**src/hw/rtl/psc_pkg.sv**
```systemverilog
package psc_pkg;

    // cycles from an accepted request to its result strobe
    localparam int LATENCY = 9;

    // width of the configuration index port
    localparam int CFG_INDEX_W = 4;

    // 2*pi in Q13 and one in Q14
    localparam int TWO_PI_Q13 = 51472;
    localparam int ONE_Q14    = 16384;

    // configuration register indexes
    typedef enum logic [CFG_INDEX_W-1:0] {
        REG_GAIN_ANGLE     = 4'd0,
        REG_GAIN_RATE      = 4'd1,
        REG_PUMP_GAIN      = 4'd2,
        REG_KINETIC_COEF   = 4'd3,
        REG_POTENTIAL_COEF = 4'd4,
        REG_CATCH_ANGLE    = 4'd5,
        REG_CATCH_RATE     = 4'd6,
        REG_TORQUE_LIMIT   = 4'd7
    } reg_idx_t;

    // configuration register set shared by the front, multiplier and finish blocks
    typedef struct packed {
        logic signed [15:0] gain_angle;
        logic signed [15:0] gain_rate;
        logic [15:0]        pump_gain;
        logic [15:0]        kinetic_coef;
        logic [15:0]        potential_coef;
        logic [14:0]        catch_angle;
        logic [14:0]        catch_rate;
        logic [14:0]        torque_limit;
    } psc_cfg_t;

    localparam psc_cfg_t CFG_RESET = '{
        gain_angle:     16'sd0,
        gain_rate:      16'sd0,
        pump_gain:      16'd256,
        kinetic_coef:   16'd256,
        potential_coef: 16'd10045,
        catch_angle:    15'd3651,
        catch_rate:     15'd768,
        torque_limit:   15'd8192
    };

    // cos(pi/2 * t/16384) in Q14, evaluated only on constants to build the table
    function automatic logic [14:0] quarter_cos(input logic [31:0] t);
        longint u;
        longint w;
        longint p;
        u = longint'(t) <<< 2;
        w = (u * u) >>> 16;
        p = 60;
        p = 1367 - ((p * w) >>> 16);
        p = 16625 - ((p * w) >>> 16);
        p = 80852 - ((p * w) >>> 16);
        p = 65536 - ((p * w) >>> 16);
        if (p < 0)
        begin
            p = 0;
        end
        p = (p + 2) >>> 2;
        if (p > ONE_Q14)
        begin
            p = ONE_Q14;
        end
        return 15'(p);
    endfunction

endpackage

```
**src/hw/rtl/psc_finish.sv**
```systemverilog
module psc_finish (
    input  logic                clk,
    input  psc_pkg::psc_cfg_t   cfg,
    input  logic signed [63:0]  prod,
    input  logic signed [28:0]  fbq,
    input  logic                neg,
    input  logic                mode,
    output logic signed [15:0]  torque
);
    import psc_pkg::*;

    // stage 7
    logic [63:0]        pb;
    logic signed [39:0] pq_next;
    logic signed [29:0] fbn_next;
    logic signed [39:0] pq_reg;
    logic signed [29:0] fbn_reg;
    logic               neg7_reg;
    // stage 8
    logic signed [40:0] pqx;
    logic signed [40:0] t_next;
    logic signed [40:0] t_reg;
    // stage 9
    logic signed [40:0] lim;
    logic signed [40:0] nlim;
    logic signed [15:0] torque_next;
    logic signed [15:0] torque_reg;

    // pump rounding to nearest, ties away from zero; feedback negation
    always_comb
    begin
        pb       = prod + (64'd1 << 23) - {63'd0, prod[63]};
        pq_next  = pb[63:24];
        fbn_next = 30'd0 - {fbq[28], fbq};
    end

    // mode select and drive sign
    always_comb
    begin
        pqx = {pq_reg[39], pq_reg};
        if (mode)
        begin
            t_next = {{11{fbn_reg[29]}}, fbn_reg};
        end
        else
        begin
            t_next = neg7_reg ? (41'd0 - pqx) : pqx;
        end
    end

    // saturation to the torque limit
    always_comb
    begin
        lim  = {26'd0, cfg.torque_limit};
        nlim = 41'd0 - lim;
        if (t_reg > lim)
        begin
            torque_next = lim[15:0];
        end
        else if (t_reg < nlim)
        begin
            torque_next = nlim[15:0];
        end
        else
        begin
            torque_next = t_reg[15:0];
        end
    end

    always_ff @(posedge clk)
    begin
        pq_reg     <= pq_next;
        fbn_reg    <= fbn_next;
        neg7_reg   <= neg;
        t_reg      <= t_next;
        torque_reg <= torque_next;
    end

    assign torque = torque_reg;

endmodule

```
**config.mk**
```make
export PLATFORM = sky130hd
export DESIGN_NAME = psc_finish
export DESIGN_NICKNAME = d
export VERILOG_FILES = /design/src/hw/rtl/psc_pkg.sv /design/src/hw/rtl/psc_finish.sv
export SDC_FILE = /design/constraint.sdc
export NUM_CORES = 1
export LEC_CHECK = 0
export ABC_AREA = 1
export BUFFER_PORTS_ARGS = -buffer_cell sky130_fd_sc_hd__buf_4
export CAP_MARGIN = 15
export CORE_MARGIN = 2
export CORE_UTILIZATION = 45
export DETAILED_ROUTE_END_ITERATION = 6
export PLACE_DENSITY = 0.67
export SETUP_SLACK_MARGIN = 0.4
export SLEW_MARGIN = 20
export SYNTH_ARGS = -nofsm -noshare
export SYNTH_HDL_FRONTEND = slang
export SYNTH_SLANG_ARGS = --single-unit
```
**constraint.sdc**
```tcl
create_clock -name clk -period 11.2 [get_ports clk]
set_input_delay 1.12 -clock clk [delete_from_list [all_inputs] [get_ports clk]]
set_output_delay 1.12 -clock clk [all_outputs]
set_load 0.01 [all_outputs]
```
==> impl_metrics.env <==
export IMPL_outcome="completed"
export IMPL_die_area_um2=27600
export IMPL_h_tree_depth=4
export IMPL_port_buffers=126
export IMPL_grt_usage_pct=27.3
export IMPL_place_hpwl_um=32700
export IMPL_setup_tns_ns=0
export IMPL_drt_iter0_markers=955
export IMPL_start_util_pct=45.7
export IMPL_grt_overflow_total=0
export IMPL_synth_seq_area_share_pct=21.7
export IMPL_p_leak_nw=6.96
export IMPL_grt_pass1_vias=11976
export IMPL_ant_nets=0
export IMPL_synth_edf_count=0
export IMPL_post_cts_setup_buffer_count=0
export IMPL_ctsHoldBuffers=0
export IMPL_startpoint_type="input pin"
export IMPL_slew_headroom_pct=29.2
export IMPL_cts_tree="built"
export IMPL_wl_um=38500
export IMPL_cp_max_fo=27
export IMPL_syn_area_per_cell_um2=6.06
export IMPL_via_per_inst=5.25
export IMPL_ir_drop_v=0.000110
export IMPL_cp_required_ns=11.57
export IMPL_antenna_found_initial=1
export IMPL_io_pins=237
export IMPL_hp_class="flip-flop to flip-flop"
export IMPL_fp_row_count=59
export IMPL_vias=12745
export IMPL_worst_pin_slew_ns=1.06
export IMPL_final_cell_mix="475 x nand2_1, 325 x inv_1, 275 x nor2_1"
export IMPL_syn_num_nets=2295
export IMPL_syn_cell_area_um2=11800
export IMPL_clkTransAtPathRegs_ns=0.06
export IMPL_grt_max_degree=37
export IMPL_multi_input_area_um2=7920
export IMPL_hold_viol=0
export IMPL_rsz0062_at_grt="false"
export IMPL_drv_cap=0
export IMPL_cts_buffers=17
export IMPL_async_reset_ff_share_pct=0
export IMPL_final_common_cell="nand2_1"
export IMPL_wire_per_inst_um=15.9
export IMPL_cts_resized=0
export IMPL_cts_buffer_depth=2
export IMPL_nets=2422
export IMPL_finalCritPeriodShare_pct=41.7
export IMPL_worst_setup_path_end_kind="flip-flop"
export IMPL_dpl_cell_count=2397
export IMPL_finalSetupViolCount=0
export IMPL_ys_types=44
export IMPL_area_growth_pct=15.8
export IMPL_regArea_um2=2560
export IMPL_gp_congestion=1.01
export IMPL_remaining_drc_errors=0
export IMPL_layout_drive_gt1_share_pct=9.99
export IMPL_clock_sinks=128
export IMPL_insertion_delay_ns=0.42
export IMPL_path_class="input pin to flip-flop"
export IMPL_die_x_um=166
export IMPL_nFillCells=2720
export IMPL_grt_pass1_wl_um=60500
export IMPL_fmax_ghz=0.214
export IMPL_largest_reg_flops=41
export IMPL_diodes=0
export IMPL_power_density_nw_per_um2=123
export IMPL_dr_pass1_iters=6
export IMPL_core_area_um2=25900
export IMPL_finalCriticalPeriod_ns=4.67
export IMPL_syn_inst=1954
export IMPL_synth_ff_type="dfxtp_1"
export IMPL_synth_warnings=0
export IMPL_fin_worst_skew_ns=0.0128
export IMPL_stdcell_count=2428
export IMPL_slew_viol_final=0
export IMPL_die_y_um=166
export IMPL_cp_arrival_ns=5.05
export IMPL_synth_seq_cells=128
export IMPL_root_buffer="clkbuf_16"
-- synth_stat cells, types with 3 or more instances --
| cell type | n | area [um^2] |
|---|---|---|
| a21boi_0 | 6 | 45.0 |
| a21o_1 | 10 | 75.1 |
| a21oi_1 | 119 | 596 |
| a31oi_1 | 8 | 50.1 |
| and3_1 | 4 | 25.0 |
| buf_2 | 5 | 25.0 |
| buf_6 | 3 | 33.8 |
| clkbuf_1 | 10 | 37.5 |
| dfxtp_1 | 128 | 2560 |
| ha_1 | 120 | 1500 |
| inv_1 | 325 | 1220 |
| inv_2 | 5 | 18.8 |
| nand2_1 | 475 | 1780 |
| nand2_2 | 10 | 62.6 |
| nand3_1 | 145 | 726 |
| nand3_2 | 6 | 60.1 |
| nand3b_1 | 5 | 37.5 |
| nand4_1 | 19 | 119 |
| nor2_1 | 275 | 1030 |
| nor2_2 | 10 | 62.6 |
| nor2_4 | 4 | 45.0 |
| nor3_1 | 40 | 200 |
| nor3_2 | 4 | 40.0 |
| nor4_1 | 11 | 68.8 |
| o21a_1 | 5 | 37.5 |
| o21ai_0 | 86 | 430 |
| o21ai_1 | 5 | 25.0 |
| o21ai_2 | 4 | 35.0 |
| o21bai_1 | 14 | 105 |
| o31ai_1 | 3 | 22.5 |
| or2_1 | 3 | 18.8 |
| or2_2 | 6 | 37.5 |
| xnor2_1 | 11 | 96.3 |
| xor2_1 | 58 | 508 |
-- critical path: stages --
cell     delay, ns
buf_4         0.13
nor3_2        0.27
nand4_1       0.21
nor2_1        0.26
nand3_1       0.18
nor3_2        0.15
buf_4         0.37
ha_1          0.33
a21oi_1       0.14
o21ai_0       0.14
nor2_1        0.26
nand2_1       0.14
nand2_1       0.16
nand4_1       0.62
nand3_1       0.33
nand3_1       0.14
nand2_1       0.08
-- per-layer routing --
metal	vias to the layer above	share of wire (%)	wire [um]	GRT usage (%)
met5	-	0	0	0
met4	0	4.6	1770	12.9
met3	84	5.4	2080	3.05
met2	433	46	17700	46.3
met1	5730	44	17000	34.8
li1	6498	-	-	-
-- cell type report --
class | count | area share, %
repair buffers | 128 | 7.01
multi-input cells | 1475 | 57.8
flip-flops and latches | 128 | 18.7
inverters | 331 | 9.07
clock buffers | 19 | 3.16
clock inverters | 12 | 1.17
well taps | 335 | 3.06
-- where the power goes --
group	total [W]	internal [W]	switching [W]
combinational	0.000550	0.000198	0.000353
clock	0.000561	0.000350	0.000211
sequential	0.000578	0.000525	0.0000532
total	0.00169	0.00107	0.000617
-- logic make-up after synthesis --
| kind of cell | synth area share [%] |
|---|---|
| XOR/XNOR | 5.11 |
| adder cells (fa/ha/maj) | 12.7 |
| flip-flops | 21.7 |
| buffers and inverters | 11.4 |
| AND/OR/NAND/NOR | 36.8 |
| AO/OA/AOI/OAI | 12.3 |
-- metrics by stage --
stage          util (%)  cell area, um^2  worst slack (ns)  power (W)  hold slack (ns)
5_1_grt            52.9            13700              6.27    0.00178            0.451
3_5_place_dp       50.6            13100              6.24    0.00113            0.417
6_report           52.9            13700              6.53    0.00169            0.429
3_3_place_gp       50.6            13100              6.38    0.00112            0.419
2_1_floorplan         -            11800              6.87   0.000926            0.403
4_1_cts            52.9            13700              6.64    0.00169            0.428
-- final timing paths --
check             startpoint        end  slack (ns)  cells past startpoint
setup / recovery      cfg[1]  torque[4]        6.53                     17
hold / removal    fbn_reg[9]   t_reg[9]        0.43                      2
setup reg to reg   t_reg[24]  torque[4]        8.48                     10
hold reg to reg   fbn_reg[9]   t_reg[9]        0.43                      2
No activity file was read; power rests on OpenSTA's default activity.
