### config.mk
export PLATFORM = sky130hd
export DESIGN_NAME = psc_front
export DESIGN_NICKNAME = d
export VERILOG_FILES = /design/src/hw/rtl/psc_pkg.sv /design/src/hw/rtl/psc_front.sv
export SDC_FILE = /design/constraint.sdc
export NUM_CORES = 1
export LEC_CHECK = 0
export ABC_CLOCK_PERIOD_IN_PS = 10260
export BUFFER_PORTS_ARGS = -buffer_cell sky130_fd_sc_hd__buf_2
export CAP_MARGIN = 15
export CORE_ASPECT_RATIO = 1.4
export CORE_MARGIN = 2
export CORE_UTILIZATION = 24
export CTS_BUF_LIST = sky130_fd_sc_hd__clkbuf_4 sky130_fd_sc_hd__clkbuf_8 sky130_fd_sc_hd__clkbuf_16
export CTS_CLUSTER_SIZE = 25
export DETAILED_ROUTE_END_ITERATION = 10
export GPL_ROUTABILITY_DRIVEN = 1
export SYNTH_ARGS = -nofsm -noshare
export SYNTH_HDL_FRONTEND = slang
export SYNTH_SLANG_ARGS = --single-unit
### constraint.sdc
create_clock -name clk -period 10.26 [get_ports clk]
set_input_delay 2.565 -clock clk [delete_from_list [all_inputs] [get_ports clk]]
set_output_delay 2.565 -clock clk [all_outputs]
set_load 0.1 [all_outputs]
### src/hw/rtl/psc_pkg.sv
package psc_pkg;

    // cycles from an accepted request to its result strobe
    localparam int LATENCY = 9;

    // width of the configuration index port
    localparam int CFG_INDEX_W = 4;

    // 2*pi in Q13 and one in Q14
    localparam int TWO_PI_Q13 = 51472;
    localparam int ONE_Q14    = 16384;

    // configuration register indexes
    typedef enum logic [CFG_INDEX_W-1:0] {
        REG_GAIN_ANGLE     = 4'd0,
        REG_GAIN_RATE      = 4'd1,
        REG_PUMP_GAIN      = 4'd2,
        REG_KINETIC_COEF   = 4'd3,
        REG_POTENTIAL_COEF = 4'd4,
        REG_CATCH_ANGLE    = 4'd5,
        REG_CATCH_RATE     = 4'd6,
        REG_TORQUE_LIMIT   = 4'd7
    } reg_idx_t;

    // configuration register set shared by the front, multiplier and finish blocks
    typedef struct packed {
        logic signed [15:0] gain_angle;
        logic signed [15:0] gain_rate;
        logic [15:0]        pump_gain;
        logic [15:0]        kinetic_coef;
        logic [15:0]        potential_coef;
        logic [14:0]        catch_angle;
        logic [14:0]        catch_rate;
        logic [14:0]        torque_limit;
    } psc_cfg_t;

    localparam psc_cfg_t CFG_RESET = '{
        gain_angle:     16'sd0,
        gain_rate:      16'sd0,
        pump_gain:      16'd256,
        kinetic_coef:   16'd256,
        potential_coef: 16'd10045,
        catch_angle:    15'd3651,
        catch_rate:     15'd768,
        torque_limit:   15'd8192
    };

    // cos(pi/2 * t/16384) in Q14, evaluated only on constants to build the table
    function automatic logic [14:0] quarter_cos(input logic [31:0] t);
        longint u;
        longint w;
        longint p;
        u = longint'(t) <<< 2;
        w = (u * u) >>> 16;
        p = 60;
        p = 1367 - ((p * w) >>> 16);
        p = 16625 - ((p * w) >>> 16);
        p = 80852 - ((p * w) >>> 16);
        p = 65536 - ((p * w) >>> 16);
        if (p < 0)
        begin
            p = 0;
        end
        p = (p + 2) >>> 2;
        if (p > ONE_Q14)
        begin
            p = ONE_Q14;
        end
        return 15'(p);
    endfunction

endpackage

### src/hw/rtl/psc_front.sv
module psc_front #(
    parameter int COS_TABLE_BITS = 10
) (
    input  logic                          clk,
    input  psc_pkg::psc_cfg_t             cfg,
    input  logic signed [15:0]            pole_angle,
    input  logic signed [15:0]            pole_rate,
    output logic signed [15:0]            angle,
    output logic signed [15:0]            rate,
    output logic                          mode,
    output logic [COS_TABLE_BITS-2:0]     cos_index,
    output logic                          cos_neg
);
    import psc_pkg::*;

    localparam int QN = 2 ** (COS_TABLE_BITS - 2);
    localparam logic [COS_TABLE_BITS-2:0] QUARTER = (COS_TABLE_BITS - 1)'(QN);

    logic [16:0]                 ext_a;
    logic [16:0]                 ext_r;
    logic [16:0]                 abs_a;
    logic [16:0]                 abs_r;
    logic [COS_TABLE_BITS-1:0]   idx;
    logic [1:0]                  quad;
    logic [COS_TABLE_BITS-3:0]   frac;

    logic signed [15:0]          angle_reg;
    logic signed [15:0]          rate_reg;
    logic                        mode_reg;
    logic [COS_TABLE_BITS-2:0]   cos_index_reg;
    logic                        cos_neg_reg;
    logic                        mode_next;
    logic [COS_TABLE_BITS-2:0]   cos_index_next;
    logic                        cos_neg_next;

    // magnitudes, straight down keeps 32768
    always_comb
    begin
        ext_a = {pole_angle[15], pole_angle};
        ext_r = {pole_rate[15], pole_rate};
        abs_a = pole_angle[15] ? (~ext_a + 17'd1) : ext_a;
        abs_r = pole_rate[15] ? (~ext_r + 17'd1) : ext_r;
    end

    // strict catch window test
    assign mode_next = (abs_a < {2'b00, cfg.catch_angle}) && (abs_r < {2'b00, cfg.catch_rate});

    // quarter-wave table index and sign from the top angle bits
    always_comb
    begin
        idx  = pole_angle[15 -: COS_TABLE_BITS];
        quad = idx[COS_TABLE_BITS-1 -: 2];
        frac = idx[COS_TABLE_BITS-3:0];
        cos_index_next = quad[0] ? (QUARTER - {1'b0, frac}) : {1'b0, frac};
        cos_neg_next   = quad[1] ^ quad[0];
    end

    // stage 1 registers
    always_ff @(posedge clk)
    begin
        angle_reg     <= pole_angle;
        rate_reg      <= pole_rate;
        mode_reg      <= mode_next;
        cos_index_reg <= cos_index_next;
        cos_neg_reg   <= cos_neg_next;
    end

    assign angle     = angle_reg;
    assign rate      = rate_reg;
    assign mode      = mode_reg;
    assign cos_index = cos_index_reg;
    assign cos_neg   = cos_neg_reg;

endmodule

==> flow_summary.yaml, run 1 <==
power_and_ir_drop:
  p_clk_share_pct: 33.6
  p_seq_share_pct: 33.4
  power.internal_w: 0.0003395
  ir_drop_mv: 0.06970
  leakage_nw: 1.550
  switching_power_w: 0.0001898
  p_comb_share_pct: 33.0
  p_per_area_nw_per_um2: 170.4
  swShare_pct: 35.86
setup_path:
  setup.worst_path.end_class: "register"
  path_max_fanout: 5
  crit_chain: "buf_2 > inv_1 > ha_1 > or3b_2 > or3_1 > o21ai_0 > xnor2_1 > ha_1 > a211o_1 > a21oi_1 > o31ai_1 > or3_1 > a211oi_1"
  crit_arrival_ps: 5500
  critPathSlowestCell: "or3b_2"
  critPathRequiredTime_ps: 10460
  critPathBufInv: 2
  startpoint_type: "input pin"
  critical_path.top_delay_family: "simple AND/OR/NAND/NOR gates"
  path_class: "input pin to register"
  slowest_delay_ps: 510
timing:
  finalMaxSlewViolations: 0
  worstMarginPinSlew_ps: 567.0
  fin_ws_ps: 4957
  finalCriticalPeriod_ps: 5303
  maxSlewHeadroom_pct: 61.85
  setup_viol: 0
  max_clock_freq_mhz: 188.6
  hold_viol: 0
  rsz0062_at_grt: "false"
  fin_tns_setup_ps: 0
  fin_crit_sh_pct: 51.68
clock_tree:
  clock-sinks: 42
  cts_max_level: 2
  root_buffer: "clkbuf_16"
  cts_tree: "yes"
  cts.clk_slew.worst_paths_ps: 60
  clockBufferDepth: 2
  cts_resized: 0
  cts_buffers: 5
  cts_hold_buf: 0
  post_cts_buffers: 0
synthesis:
  avgSynthCellArea_um2: 9.044
  yosysWarnings: 0
  netlist_area_um2: 2297
  synth-seq-cells: 42
  synth_nets: 444
  ys_seq_area_share_pct: 36.60
  synth_cells: 254
  ys_types: 31
placed_design:
  gp_congestion: 0.8185
  place_area_um2: 2938
  pre_cts_slack_ps: 4662
  portBuffers: 105
  place_hpwl_um: 4952
layout:
  fin_area_um2: 3107
  final_nets: 551
  drive_gt1_share_pct: 31.86
  multiInputGateArea_um2: 1295
  antenna_cells: 0
  fill_cells: 995
  area.growth.synth_to_final_pct: 35.24
  regArea_um2: 840.8
floorplanning:
  rows: 42
  die_area_um2: 10380
  die_y_um: 119.8
  die_x_um: 86.69
  start_util_pct: 24.42
  core-area_um2: 9407
  io_pins: 201
detailed_routing:
  finalWirelength_um: 5949
  vias: 2118
  detail_route.wl_per_cell_um: 12.63
  ant_nets: 0
  drc_errors: 0
  drt_iter0_drc: 35
  first_pass_iters: 4
  avgViaCountPerCell: 4.497
grt:
  grt_pass1_wl_um: 9556
  grt_antenna_before_repair: 0
  grt_max_degree: 18
  grtUsageTotal_pct: 11.64
  overflow: 0
  grt_pass1_vias: 2088
min_path:
  hp-class: "input pin to register"
job:
  max_cap_viol_count: 0
status:
  outcome: "completed"
per-layer routing:
layer  global-route usage, %  up-vias  share of wire, %
li1                        -     1088                 -
met5                       0        -                 0
met1                   13.03      933                40
met3                   3.026        6               7.9
met2                   21.30       91                50
met4                   3.223        0               1.2
worst paths after layout:
path,from,endpoint,slack (ps),cells past startpoint
worst max-delay path,pole_angle[7],mode$_DFF_P_,4960,13
worst min-delay path,pole_angle[5],angle[5]$_DFF_P_,2420,1
power groups by stage:
stage	sequential (W)	clock, W	combinational [W]
6_report	0.000177	0.000178	0.000175
3_5_place_dp	0.000180	0	0.000175
4_1_cts	0.000177	0.000186	0.000176
2_1_floorplan	0.000262	0	0.0000521
3_3_place_gp	0.000180	0	0.000174
5_1_grt	0.000177	0.000192	0.000189
final cells by class:
type	instances	area share (%)
clock inverter	1	0.9666
clock buffer	6	4.470
tap	110	4.430
sequential	42	27.06
inverter	37	4.470
timing repair buffer	105	16.92
multi-input combinational	170	41.68
Yosys cell counts, drive strengths merged:
cell | number | area [um2]
nand3 | 2 | 10.01
a21o | 2 | 15.01
xnor2 | 30 | 262.8
or3b | 1 | 8.760
a211oi | 4 | 30.03
o31ai | 8 | 60.06
nand4 | 3 | 18.77
nor4 | 4 | 25.02
or4 | 4 | 33.78
ha | 32 | 400.4
clkbuf | 4 | 15.01
a21oi | 6 | 30.03
o211ai | 1 | 7.510
nand2 | 21 | 78.83
dfxtp | 42 | 840.8
o21ai | 18 | 90.09
a31oi | 2 | 12.51
or3 | 4 | 25.02
inv | 37 | 138.9
a211o | 1 | 8.760
o41ai | 4 | 42.55
nor4b | 1 | 8.760
nor3 | 4 | 20.02
nor2 | 8 | 30.03
nand2b | 3 | 18.77
o21a | 3 | 22.52
o2111ai | 2 | 17.52
buf | 1 | 7.510
xor2 | 2 | 17.52
metrics by stage:
stage	utilization [%]	cells	hold slack [ps]	total power [W]
finish	33.03	471	2422	0.0005293
global placement	31.23	464	2712	0.0003537
detailed placement	31.23	464	2709	0.0003555
floorplan	-	254	2593	0.0003140
CTS	33.03	471	2411	0.0005386
global route	33.03	471	2416	0.0005586
cells by family after synthesis:
kind of cell    synth area share [%]
simple gates                   12.09
compound gates                 14.65
buf+inv                        7.026
flops                          36.60
xor+xnor                       12.20
fa+ha+maj                      17.43
cell usage in the layout (no fill, tap or decap):
cell       instances
bufinv_16          1
nor3_1             4
nand2b_1           3
o211ai_1           1
nor4_1             4
a211o_1            1
o41ai_1            3
or4_4              1
or3b_2             1
or3_1              4
o21ai_0           18
o2111ai_1          2
nand3_1            2
dfxtp_1           42
nor4b_1            1
a211oi_1           4
buf_2            105
xor2_1             2
nor2_1             8
xnor2_1           30
inv_1             37
a21oi_1            6
clkbuf_8           1
o31ai_1            8
a31oi_1            2
nand2_1           21
o21a_1             3
o41ai_2            1
a21o_1             2
nand4_1            3
ha_1              32
clkbuf_16          5
or4_1              3
Power figures use the tool's default switching activity.
==> run 2, diff against run 1 <==
- ABC_CLOCK_PERIOD_IN_PS: 10260 -> 4500
- clock period: 10.26 -> 4.5 ns (I/O delays scaled with it)
==> run 2 against run 1 <==
Net effect: first-iteration DRC count decreased by 26%; utilization increased by 0.080 points; power increased by 130%; non-clock buffer count increased by 1; worst hold slack got worse by 1400 ps; critical path depth unchanged; flip-flop and latch count unchanged; final area increased by 0.24%.
==> flow_summary.yaml, run 2 (same netlist as run 1, synthesis figures left out) <==
clock_tree:
  clock-sinks: 42
  cts_tree: "yes"
  post_cts_buffers: 0
  cts_max_level: 2
  cts_hold_buf: 0
  cts.clk_slew.worst_paths_ps: 60
  clockBufferDepth: 2
  root_buffer: "clkbuf_16"
  cts_buffers: 5
  cts_resized: 0
placed_design:
  gp_congestion: 0.8192
  place_hpwl_um: 4996
  dp_cells: 465
  place_area_um2: 2945
  pre_cts_slack_ps: 325.9
  portBuffers: 105
grt:
  grt_pass1_wl_um: 9377
  grt_antenna_before_repair: 0
  overflow: 0
  grtUsageTotal_pct: 11.46
  grt_pass1_vias: 2104
  grt_max_degree: 18
layout:
  area.growth.synth_to_final_pct: 35.57
  fin_area_um2: 3114
  drive_gt1_share_pct: 32.04
  final_nets: 552
  antenna_cells: 0
  fill_cells: 984
  layout.cells.non_filler: 472
  final_common_cell: "buf_2"
  layout_common_cells: "105 x buf_2, 42 x dfxtp_1, 37 x inv_1"
detailed_routing:
  finalWirelength_um: 5909
  drt_iter0_drc: 26
  ant_nets: 0
  first_pass_iters: 4
  avgViaCountPerCell: 4.555
  detail_route.wl_per_cell_um: 12.52
  vias: 2150
  drc_errors: 0
setup_path:
  path_max_fanout: 5
  critPathRequiredTime_ps: 4700
  crit_end: "mode$_DFF_P_"
  setup.worst_path.end_class: "register"
  startpoint_type: "input pin"
  crit_start: "pole_angle[7]"
  path_class: "input pin to register"
  crit_arrival_ps: 4080
power_and_ir_drop:
  ir_drop_mv: 0.1556
  leakage_nw: 1.556
  p_per_area_nw_per_um2: 387.7
timing:
  maxSlewHeadroom_pct: 66.09
  setup_viol: 0
  hold_viol: 0
  rsz0062_at_grt: "false"
  max_clock_freq_mhz: 257.5
  fin_crit_sh_pct: 86.30
  fin_ws_ps: 616.5
  fin_tns_setup_ps: 0
  finalCriticalPeriod_ps: 3883
  finalMaxSlewViolations: 0
  worstMarginPinSlew_ps: 512.1
  finalHoldWorstSlack_ps: 986.1
job:
  max_cap_viol_count: 0
floorplanning:
  die_area_um2: 10380
  die_x_um: 86.69
  core-area_um2: 9407
  start_util_pct: 24.42
  rows: 42
  io_pins: 201
  die_y_um: 119.8
min_path:
  hp-class: "input pin to register"
status:
  outcome: "completed"
==> run 2: power by group <==
| part | total, W | internal [W] | switching [W] | leakage [nW] |
|---|---|---|---|---|
| sequential | 0.000402 | 0.000397 | 0.00000520 | 0.354 |
| clock | 0.000406 | 0.000273 | 0.000133 | 0.0829 |
| combinational | 0.000399 | 0.000103 | 0.000296 | 1.12 |
==> run 2: final cells by class <==
cell class                 count  area (um2)  area share [%]
clock buffer                   6       138.9           4.460
tap                          110       137.6           4.419
inverter                      37       138.9           4.460
sequential                    42       840.8           27.00
multi-input combinational    170        1295           41.58
clock inverter                 1       30.03          0.9642
timing repair buffer         106       533.0           17.12
==> run 2: per-layer routing <==
metal  wire [um]  part of all wire [%]  track usage, %
met1        2393                    40           12.39
met3         424                   7.2           3.095
met5           0                     0               0
met4          98                   1.7           3.809
met2        2993                    51           21.06
==> run 2: critical path, stage by stage <==
cell,delay [ps]
buf_2,130
inv_1,70
ha_1,150
or3b_2,510
or3_1,420
o21ai_0,210
xnor2_1,140
ha_1,260
a211o_1,270
a21oi_1,150
o31ai_1,80
or3_1,360
a211oi_1,190
==> run 2: how the worst min path moves through the flow <==
stage | from | end | slack, ps | depth (start not counted)
2_1_floorplan | pole_angle[0] | angle[0]$_DFF_P_ | 1150 | 0
6_report | pole_angle[5] | angle[5]$_DFF_P_ | 990 | 1
3_5_place_dp | pole_angle[5] | angle[5]$_DFF_P_ | 1270 | 1
4_1_cts | pole_angle[5] | angle[5]$_DFF_P_ | 970 | 1
3_3_place_gp | pole_angle[5] | angle[5]$_DFF_P_ | 1270 | 1
5_1_grt | pole_angle[5] | angle[5]$_DFF_P_ | 980 | 1
==> run 2: stage by stage <==
step                total power [W]  utilization (%)
floorplan                 0.0007159                -
global placement          0.0008066            31.31
detailed placement        0.0008115            31.31
CTS                        0.001229            33.11
global route               0.001273            33.11
finish                     0.001207            33.11
